$ cat src/design/fixed_point_alu_q24_8_unit_macros.svh
// Assertion macros for the fixed-point ALU unit.
// No dependencies; included by the top level only.
`ifndef FIXED_POINT_ALU_Q24_8_UNIT_MACROS_SVH
`define FIXED_POINT_ALU_Q24_8_UNIT_MACROS_SVH
`ifndef SYNTHESIS
// checked outside reset
`define FPA_ASSERT(lbl, clk, rst_n, prop) \
    lbl: assert property (@(posedge clk) disable iff (!rst_n) prop) \
        else $error("fpa assertion failed");
// checked during reset too
`define FPA_ASSERT_ALWAYS(lbl, clk, prop) \
    lbl: assert property (@(posedge clk) prop) \
        else $error("fpa assertion failed");
`else
`define FPA_ASSERT(lbl, clk, rst_n, prop)
`define FPA_ASSERT_ALWAYS(lbl, clk, prop)
`endif
`endif

$ cat src/design/fpa_pkg.sv
// Shared types and opcodes for the fixed-point ALU unit.
// No dependencies.
package fpa_pkg;

    typedef enum logic [3:0] {
        OP_ADD = 4'd0,
        OP_SUB = 4'd1,
        OP_MUL = 4'd2,
        OP_DIV = 4'd3,
        OP_MIN = 4'd4,
        OP_MAX = 4'd5,
        OP_INC = 4'd6,
        OP_DEC = 4'd7,
        OP_I2F = 4'd8,
        OP_F2I = 4'd9
    } fpa_op_t;

    // Everything except the quotient, carried beside the divider
    typedef struct packed {
        logic [31:0] value;
        logic        lt;
        logic        eq;
        logic        gt;
        logic        dz;
        logic        is_div;
        logic        neg;
    } fpa_side_t;

    // One finished result
    typedef struct packed {
        logic        dz;
        logic        gt;
        logic        eq;
        logic        lt;
        logic [31:0] value;
    } fpa_res_t;

endpackage

$ cat src/design/fpa_out_buf.sv
// Two-entry output buffer; decouples the pipeline from the result receiver.
// Depends on fpa_pkg.
module fpa_out_buf (
    input  logic               aclk,
    input  logic               aresetn,
    input  logic               push,
    input  fpa_pkg::fpa_res_t  push_data,
    input  logic               pop,
    output logic               not_empty,
    output logic               not_full,
    output fpa_pkg::fpa_res_t  head
);
    import fpa_pkg::*;

    fpa_res_t   mem [2];
    logic       wr_ptr_reg, rd_ptr_reg;
    logic [1:0] count_reg;
    logic       do_pop;

    assign not_empty = count_reg != 2'd0;
    assign not_full  = count_reg != 2'd2;
    assign do_pop    = pop && not_empty;
    assign head      = mem[rd_ptr_reg];

    always_ff @(posedge aclk) begin
        if (!aresetn) begin
            wr_ptr_reg <= 1'b0;
            rd_ptr_reg <= 1'b0;
            count_reg  <= 2'd0;
        end else begin
            if (push) wr_ptr_reg <= !wr_ptr_reg;
            if (do_pop) rd_ptr_reg <= !rd_ptr_reg;
            count_reg <= count_reg + {1'b0, push} - {1'b0, do_pop};
        end
    end

    always_ff @(posedge aclk) begin
        if (push) begin
            mem[wr_ptr_reg] <= push_data;
        end
    end

endmodule

$ cat config.mk
export PLATFORM = sky130hd
export DESIGN_NAME = fpa_out_buf
export DESIGN_NICKNAME = d
export VERILOG_FILES = /design/src/design/fixed_point_alu_q24_8_unit_macros.svh /design/src/design/fpa_pkg.sv /design/src/design/fpa_out_buf.sv
export SDC_FILE = /design/constraint.sdc
export NUM_CORES = 1
export LEC_CHECK = 0
export ABC_AREA = 1
export BUFFER_PORTS_ARGS = -buffer_cell sky130_fd_sc_hd__buf_2
export CAP_MARGIN = 30
export CORE_UTILIZATION = 25
export CTS_BUF_LIST = sky130_fd_sc_hd__clkbuf_2
export CTS_CLUSTER_DIAMETER = 80
export DETAILED_ROUTE_END_ITERATION = 10
export PLACE_DENSITY = 0.52
export RECOVER_POWER = 25
export SYNTH_ARGS = -nofsm -noshare
export SYNTH_HDL_FRONTEND = slang
export SYNTH_SLANG_ARGS = --single-unit
export TNS_END_PERCENT = 100
$ cat constraint.sdc
create_clock -name aclk -period 2.6 [get_ports aclk]
set_clock_uncertainty 0.15 [all_clocks]
set_input_delay 0.52 -clock aclk [delete_from_list [all_inputs] [get_ports aclk]]
set_output_delay 0.52 -clock aclk [all_outputs]
set_load 0.005 [all_outputs]
==> impl_metrics.tcl <==
set metrics [dict create \
    status "finished, violations left" \
    violations "design-rule violations" \
    yosysMostFrequentCell "edfxtp_1" \
    start_util 0.260 \
    powerDensity_mw_per_mm2 741 \
    cp_data_arrival_time_ps 1690 \
    drt-initial-drc-count 55 \
    cp-end-kind "output port" \
    tightest_slew_ps 460 \
    num-fill-cells 1143 \
    vias 1627 \
    critPathBufInv 2 \
    cts_setup_buffers 0 \
    ios 78 \
    worstPathRequired_ps 1930 \
    hold_path.startpoint "aresetn" \
    synth-edff-count 72 \
    cts_buffers 9 \
    path_delay_family "buffers and inverters" \
    antenna_found_initial 0 \
    hp-class "in2reg" \
    hold_depth 3 \
    vdd_ir_drop_max_v 0.000291 \
    clk_latency_ps 490 \
    core_mm2 0.0115 \
    fmax_mhz 423 \
    slowest_stage "mux2_2" \
    path_class "reg2out" \
    drt_wl_total_um 5210 \
    fin_nets 315 \
    synthTopCellsByArea "edfxtp_1 72%, mux2_4 15%, dfxtp_1 3.3%, mux2_2 2.3%, buf_12 2.0%" \
    finalNonFillerCells 421 \
    regArea_mm2 0.00226 \
    hpwl_um 3460 \
    clk_pin_slew_ps 200 \
    rr_startpoint "count_reg[1]" \
    placementRows 39 \
    grt_overflow 0 \
    final_layout_size_suffix_gt1_frac 0.424 \
    syn_nets 190 \
    p_leak_nw 1.58 \
    r2r_cells 10 \
    placement.io_buffers 77 \
    hold_buffers 29 \
    grt_max_degree 20 \
    max_stage_delay_ps 380 \
    grt_pass1_vias 1688 \
    r2r_slack_ps 980 \
    reg2reg_to "count_reg[1]" \
    syn_inst 148 \
    yosysSeqAreaShare 0.757 \
    rsz0062_at_grt "false" \
    die-area_mm2 0.0124 \
    htreeDepth 3 \
    async_reset_ff_frac 0 \
    dpl-instance-area_mm2 0.00354 \
    fin_area_mm2 0.00404 \
    clockBufferDepth 2 \
    netlist.area_leader.share 0.723 \
    slew_headroom 0.693 \
    antenna_left 0 \
    die_w_um 111 \
    gp_congestion 0.599 \
    synth_top_area_cell "edfxtp_1" \
    yosys_most_used_dff "edfxtp_1" \
    worstPathCellList "buf_4 -> mux2_2 -> buf_2" \
    synth_area_per_cell_um2 20.2 \
    die_h_um 111 \
    via_per_inst 3.86 \
    cts_num_sinks 77 \
    hold_viol_final 0 \
    max-cap-violations 0 \
    drc 8 \
    multi_input_area_um2 633 \
    firstDrtPassIters 7 \
    start_kind "flip-flop" \
    diodes 0 \
    hold_end "count_reg[1]" \
    finalSetupTns_ps 0 \
    path_max_fanout 19 \
    ctsResizeCount 0 \
    yosys_register_bits 77 \
    cts_root_buffer "clkbuf_2" \
    synthDistinctLibCells 12 \
    syn2layout_area_growth_pct 35.3 \
    post-route-period-util 0.909 \
    synth_common_cells "72 x edfxtp_1, 30 x mux2_4, 9 x nand2_1, 9 x nor2_1, 8 x inv_1" \
    setup_viol 0 \
    synth_area_mm2 0.00299 \
    largest_reg_flops 72 \
    dp_cells 369 \
    power_mw 2.99 \
    grt_pass1_wl_um 8210 \
    cts_tree "built" \
    wl_per_cell_um 12.4 \
    slew_violations 0 \
    yosysWarningCount 0 \
    grt.total_usage 0.0910 \
    fin_crit_ps 2360 \
]
-- worst max-delay path by stage --
stage | endpoint | cells past startpoint | start | slack [ps]
global placement | mem[1][24] | 4 | push | 780
global route | head[4] | 3 | flip-flop | 50
floorplan | mem[0][0] | 2 | push | 560
detailed placement | head[0] | 3 | flip-flop | 770
finish | head[4] | 3 | flip-flop | 240
CTS | head[4] | 3 | flip-flop | 140
-- stage by stage --
stage | setup slack (ps) | utilization | hold WS, ps
floorplan | 560 | - | 317
global placement | 777 | 0.307 | 338
detailed placement | 769 | 0.307 | 348
CTS | 142 | 0.347 | 0.799
global route | 46.0 | 0.351 | 11.4
finish | 237 | 0.351 | 112
-- per-layer routing --
layer,track usage,share of wire,up-vias
met5,0,0,-
met2,0.153,0.51,53
met4,0.0378,0.014,0
met3,0.0435,0.059,5
met1,0.0988,0.42,765
li1,-,-,804
-- cell usage in the layout (no fill, tap or decap), types with 2 or more instances in the layout --
cell type       n
mux2_2          6
buf_4           4
dfxtp_1         4
clkbuf_2        9
nand3_1         2
ha_1            2
nor2_1          8
inv_6           2
bufinv_16       3
edfxtp_1       72
buf_2          58
dlygate4sd3_1  36
nand2_1         9
mux2_4         30
inv_1           7
clkbuf_1       19
-- worst min-delay path, cell delays in order --
cell and delay [ps]:
buf_2 130, nand2_1 60, nor2_1 30
-- kinds of logic (layout without fill, tap and decap cells) --
| kind of cell | count (synthesis) | count (layout) | synth area share |
|---|---|---|---|
| AOI/OAI and AO/OA | 1 | 1 | 0.00167 |
| adders and majority gates | 2 | 2 | 0.00837 |
| buffers and inverters | 12 | 142 | 0.0339 |
| DFF | 77 | 77 | 0.757 |
| muxes | 36 | 36 | 0.173 |
| and+or+nand+nor | 20 | 20 | 0.0260 |
-- where the power goes --
part | internal (mW) | switching, mW
logic | 0.384 | 0.295
registers | 1.45 | 0.0294
clock network | 0.422 | 0.417
total | 2.25 | 0.742
-- cell type report --
cell class / count / share of cell area
Multi-Input combinational cell: 59 / 0.157
Sequential cell: 77 / 0.560
Timing Repair Buffer: 118 / 0.191
Inverter: 8 / 0.00743
Clock buffer: 9 / 0.0111
Tap cell: 143 / 0.0442
Clock inverter: 7 / 0.0300
No activity file was read; power rests on OpenSTA's default activity.
