[src/design/fixed_point_alu_q24_8_unit_macros.svh]
// Assertion macros for the fixed-point ALU unit.
// No dependencies; included by the top level only.
`ifndef FIXED_POINT_ALU_Q24_8_UNIT_MACROS_SVH
`define FIXED_POINT_ALU_Q24_8_UNIT_MACROS_SVH
`ifndef SYNTHESIS
// checked outside reset
`define FPA_ASSERT(lbl, clk, rst_n, prop) \
    lbl: assert property (@(posedge clk) disable iff (!rst_n) prop) \
        else $error("fpa assertion failed");
// checked during reset too
`define FPA_ASSERT_ALWAYS(lbl, clk, prop) \
    lbl: assert property (@(posedge clk) prop) \
        else $error("fpa assertion failed");
`else
`define FPA_ASSERT(lbl, clk, rst_n, prop)
`define FPA_ASSERT_ALWAYS(lbl, clk, prop)
`endif
`endif

[src/design/fpa_pkg.sv]
// Shared types and opcodes for the fixed-point ALU unit.
// No dependencies.
package fpa_pkg;

    typedef enum logic [3:0] {
        OP_ADD = 4'd0,
        OP_SUB = 4'd1,
        OP_MUL = 4'd2,
        OP_DIV = 4'd3,
        OP_MIN = 4'd4,
        OP_MAX = 4'd5,
        OP_INC = 4'd6,
        OP_DEC = 4'd7,
        OP_I2F = 4'd8,
        OP_F2I = 4'd9
    } fpa_op_t;

    // Everything except the quotient, carried beside the divider
    typedef struct packed {
        logic [31:0] value;
        logic        lt;
        logic        eq;
        logic        gt;
        logic        dz;
        logic        is_div;
        logic        neg;
    } fpa_side_t;

    // One finished result
    typedef struct packed {
        logic        dz;
        logic        gt;
        logic        eq;
        logic        lt;
        logic [31:0] value;
    } fpa_res_t;

endpackage

[src/design/fpa_front.sv]
// First stage: decode, compare, multiply and simple ops; divider operand setup.
// Depends on fpa_pkg.
module fpa_front #(
    parameter int FRAC_BITS = 8,
    localparam int NumW = 32 + FRAC_BITS
) (
    input  logic                    aclk,
    input  logic                    aresetn,
    input  logic                    en,
    input  logic                    in_valid,
    input  logic [3:0]              opcode,
    input  logic signed [31:0]      operand_a,
    input  logic signed [31:0]      operand_b,
    output logic                    out_valid,
    output fpa_pkg::fpa_side_t      side,
    output logic [NumW-1:0]         num,
    output logic [31:0]             den
);
    import fpa_pkg::*;

    logic               valid_reg;
    fpa_side_t          side_reg, side_next;
    logic [NumW-1:0]    num_reg;
    logic [31:0]        den_reg;
    logic signed [63:0] prod;
    logic [31:0]        mag_a, mag_b;

    assign prod  = operand_a * operand_b;
    assign mag_a = operand_a[31] ? (32'd0 - operand_a) : operand_a;
    assign mag_b = operand_b[31] ? (32'd0 - operand_b) : operand_b;

    always_comb begin
        side_next        = '0;
        side_next.lt     = operand_a < operand_b;
        side_next.eq     = operand_a == operand_b;
        side_next.gt     = operand_a > operand_b;
        side_next.neg    = operand_a[31] ^ operand_b[31];
        case (fpa_op_t'(opcode))
            OP_ADD: side_next.value = operand_a + operand_b;
            OP_SUB: side_next.value = operand_a - operand_b;
            OP_MUL: side_next.value = prod[FRAC_BITS+31:FRAC_BITS];
            OP_DIV: begin
                side_next.is_div = 1'b1;
                side_next.dz     = operand_b == 32'sd0;
            end
            OP_MIN: side_next.value = (operand_a < operand_b) ? operand_a : operand_b;
            OP_MAX: side_next.value = (operand_a > operand_b) ? operand_a : operand_b;
            OP_INC: side_next.value = operand_a + 32'sd1;
            OP_DEC: side_next.value = operand_a - 32'sd1;
            OP_I2F: side_next.value = operand_a << FRAC_BITS;
            OP_F2I: side_next.value = operand_a >>> FRAC_BITS;
            default: side_next.value = '0;
        endcase
    end

    always_ff @(posedge aclk) begin
        if (!aresetn) begin
            valid_reg <= 1'b0;
        end else if (en) begin
            valid_reg <= in_valid;
        end
    end

    always_ff @(posedge aclk) begin
        if (en) begin
            side_reg <= side_next;
            num_reg  <= {mag_a, {FRAC_BITS{1'b0}}};
            den_reg  <= mag_b;
        end
    end

    assign out_valid = valid_reg;
    assign side      = side_reg;
    assign num       = num_reg;
    assign den       = den_reg;

endmodule

[config.mk]
export PLATFORM = sky130hd
export DESIGN_NAME = fpa_front
export DESIGN_NICKNAME = d
export VERILOG_FILES = /design/src/design/fixed_point_alu_q24_8_unit_macros.svh /design/src/design/fpa_pkg.sv /design/src/design/fpa_front.sv
export SDC_FILE = /design/constraint.sdc
export NUM_CORES = 2
export LEC_CHECK = 0
export BUFFER_PORTS_ARGS = -buffer_cell sky130_fd_sc_hd__buf_2
export CORE_MARGIN = 2
export CORE_UTILIZATION = 62
export CTS_BUF_LIST = sky130_fd_sc_hd__clkbuf_8 sky130_fd_sc_hd__clkbuf_16
export CTS_CLUSTER_DIAMETER = 120
export DETAILED_ROUTE_END_ITERATION = 12
export GPL_ROUTABILITY_DRIVEN = 0
export PLACE_DENSITY = 0.81
export SETUP_SLACK_MARGIN = 0.2
export SLEW_MARGIN = 20
export SYNTH_ARGS = -nofsm -noshare
export SYNTH_HDL_FRONTEND = slang
export SYNTH_SLANG_ARGS = --single-unit
[constraint.sdc]
create_clock -name aclk -period 11.3 [get_ports aclk]
set_input_delay 2.26 -clock aclk [delete_from_list [all_inputs] [get_ports aclk]]
set_output_delay 2.26 -clock aclk [all_outputs]
set_load 0.01 [all_outputs]
==> metrics.cfg <==
[floorplan]
placement_rows = 84
core_um2 = 52600
die_h_um = 235
num_io_pins = 183
die_area_um2 = 55000
start_util = 0.627
fp.dieW_um = 235

[clock_network]
tritoncts = built
clock-root-buffer = clkbuf_16
cts_made_buffers = 9
cts.sinks = 103
clk_latency_ns = 0.39
cts_setup_buffers = 0
clockBufferDepth = 2
path_clk_slew_ns = 0.08
htreeDepth = 3
cts_resized = 0
hold_buffers = 0

[flow_run]
max_cap_viol_count = 0

[global_route]
grt_usage = 0.379
grt_pass1_vias = 28200
overflow = 0
antenna_found_initial = 4
grt_pass1_wl_mm = 157
grt_max_degree = 76

[final_layout]
finalNetCount = 4620
area_delta_synth_final_pct = 4.66
drive_gt1_frac = 0.0719
most-common-layout-cells = inv_1 (696), fa_1 (644), and2_1 (400), nand2_1 (394), ha_1 (239)
largest_reg_flops = 38
fin_cells = 4361
fin_util = 0.657
regArea_um2 = 3080
nFillCells = 4161
multiInputGateArea_um2 = 26400
final_common_cell = inv_1

[timing]
maxSlewViolCount = 0
rsz0062_at_grt = false
fmax_mhz = 99.5
min_period_ns = 10.05
fin_crit_sh = 0.889
hold_viol = 0
tightestPinTransition_ns = 1.16
fin_setup_tns_ns = 0
finalSetupViolCount = 0
slew_headroom = 0.214
fin_worst_skew_ns = 0

[drt]
wire_per_inst_um = 23.3
drc = 0
vias_per_cell = 6.15
wirelength_mm = 101
dr.first_iter.drc_count = 3190
num_vias = 26800
drt_first_pass_iters = 8
ant_nets = 0

[synthesis]
avgSynthCellArea_um2 = 9.02
netlist_area_um2 = 33000
netlist.area_leader.share = 0.391
yosys_warnings = 0
yosys-top-cells-area = fa_1 (39%), edfxtp_1 (9.3%), ha_1 (9.1%), inv_1 (7.9%), and2_1 (7.6%)
synthFlopType = edfxtp_1
synth_area_leader_cell = fa_1
synthCells = 3655
synth_edf_count = 102
ys_seq_area_frac = 0.0935
synth-seq-cells = 103
ys_types = 77
synthArstFlopShare = 0

[min_path]
hp-class = reg2reg

[setup_path]
cp-start-kind = primary input
cp.required_ns = 11.41
end_kind = flip-flop
crit_top_cell = fa_1
critPathMaxFanout = 33
crit_type = in2reg
critPathMaxStageDelay_ns = 0.68
crit_family = adder cells
cp.arrival_ns = 10.16
slowest_stage = buf_2
critical_path_buf_inv_count = 6

[placed_design]
port_buffers = 174
place_inst = 4342
hpwl_mm = 78.4

[status]
status = completed

## area by class of cell
cell class | instances | share of cell area
Inverter | 697 | 0.0758
Clock inverter | 7 | 0.00210
Clock buffer | 9 | 0.00653
Timing Repair Buffer | 217 | 0.0350
Multi-Input combinational cell | 2637 | 0.766
Antenna cell | 3 | 0.000218
Sequential cell | 103 | 0.0894
Tap cell | 688 | 0.0249
## through the flow
step | hold WS, ns | cell area (um2) | worst slack [ns]
after global placement | 0.502 | 34200 | 1.06
after floorplan | 0.538 | 33000 | 1.93
final | 0.570 | 34500 | 1.25
after detailed placement | 0.560 | 34200 | 0.993
after global routing | 0.600 | 34500 | 0.988
after CTS | 0.582 | 34500 | 1.37
## Yosys cell counts (25+ instances only)
cell      instances
nor3_1           25
nand2b_1         27
a21oi_1         114
nand2_1         394
clkbuf_1        203
ha_1            239
and2_1          400
xor2_1           39
inv_1           696
xnor2_1         170
edfxtp_1        102
a21o_1           43
o21ai_0          82
fa_1            644
nor2_1          116
## cell families after synthesis
logic type,share of synthesized area
AO/OA/AOI/OAI,0.0847
XOR/XNOR,0.0562
adder cells (fa/ha/maj),0.482
buffers and inverters,0.106
flip-flops,0.0935
multiplexers,0.00520
other,0.000114
AND/OR/NAND/NOR,0.172
## path summary, 6_finish.rpt
kind                      from         to  slack (ns)  depth (start not counted)
setup / recovery  operand_a[9]   side[22]        1.25                         26
hold / removal       out_valid  out_valid        0.57                          2
setup reg to reg     out_valid  out_valid       10.65                          2
hold reg to reg      out_valid  out_valid        0.57                          2
## worst reg2reg max path, cell delays in order (launching register included)
cell	delay (ns)
dfxtp_1	0.33
mux2i_1	0.15
nor2b_1	0.06
## per-layer routing
layer,global-route usage,share of wire
met5,0.0152,0.0018
met4,0.185,0.058
met3,0.159,0.16
met2,0.566,0.42
met1,0.473,0.36
Power is left out: the tool's default activity adds up to more than one toggle a clock period on the data nets, which glitch-free logic cannot reach.
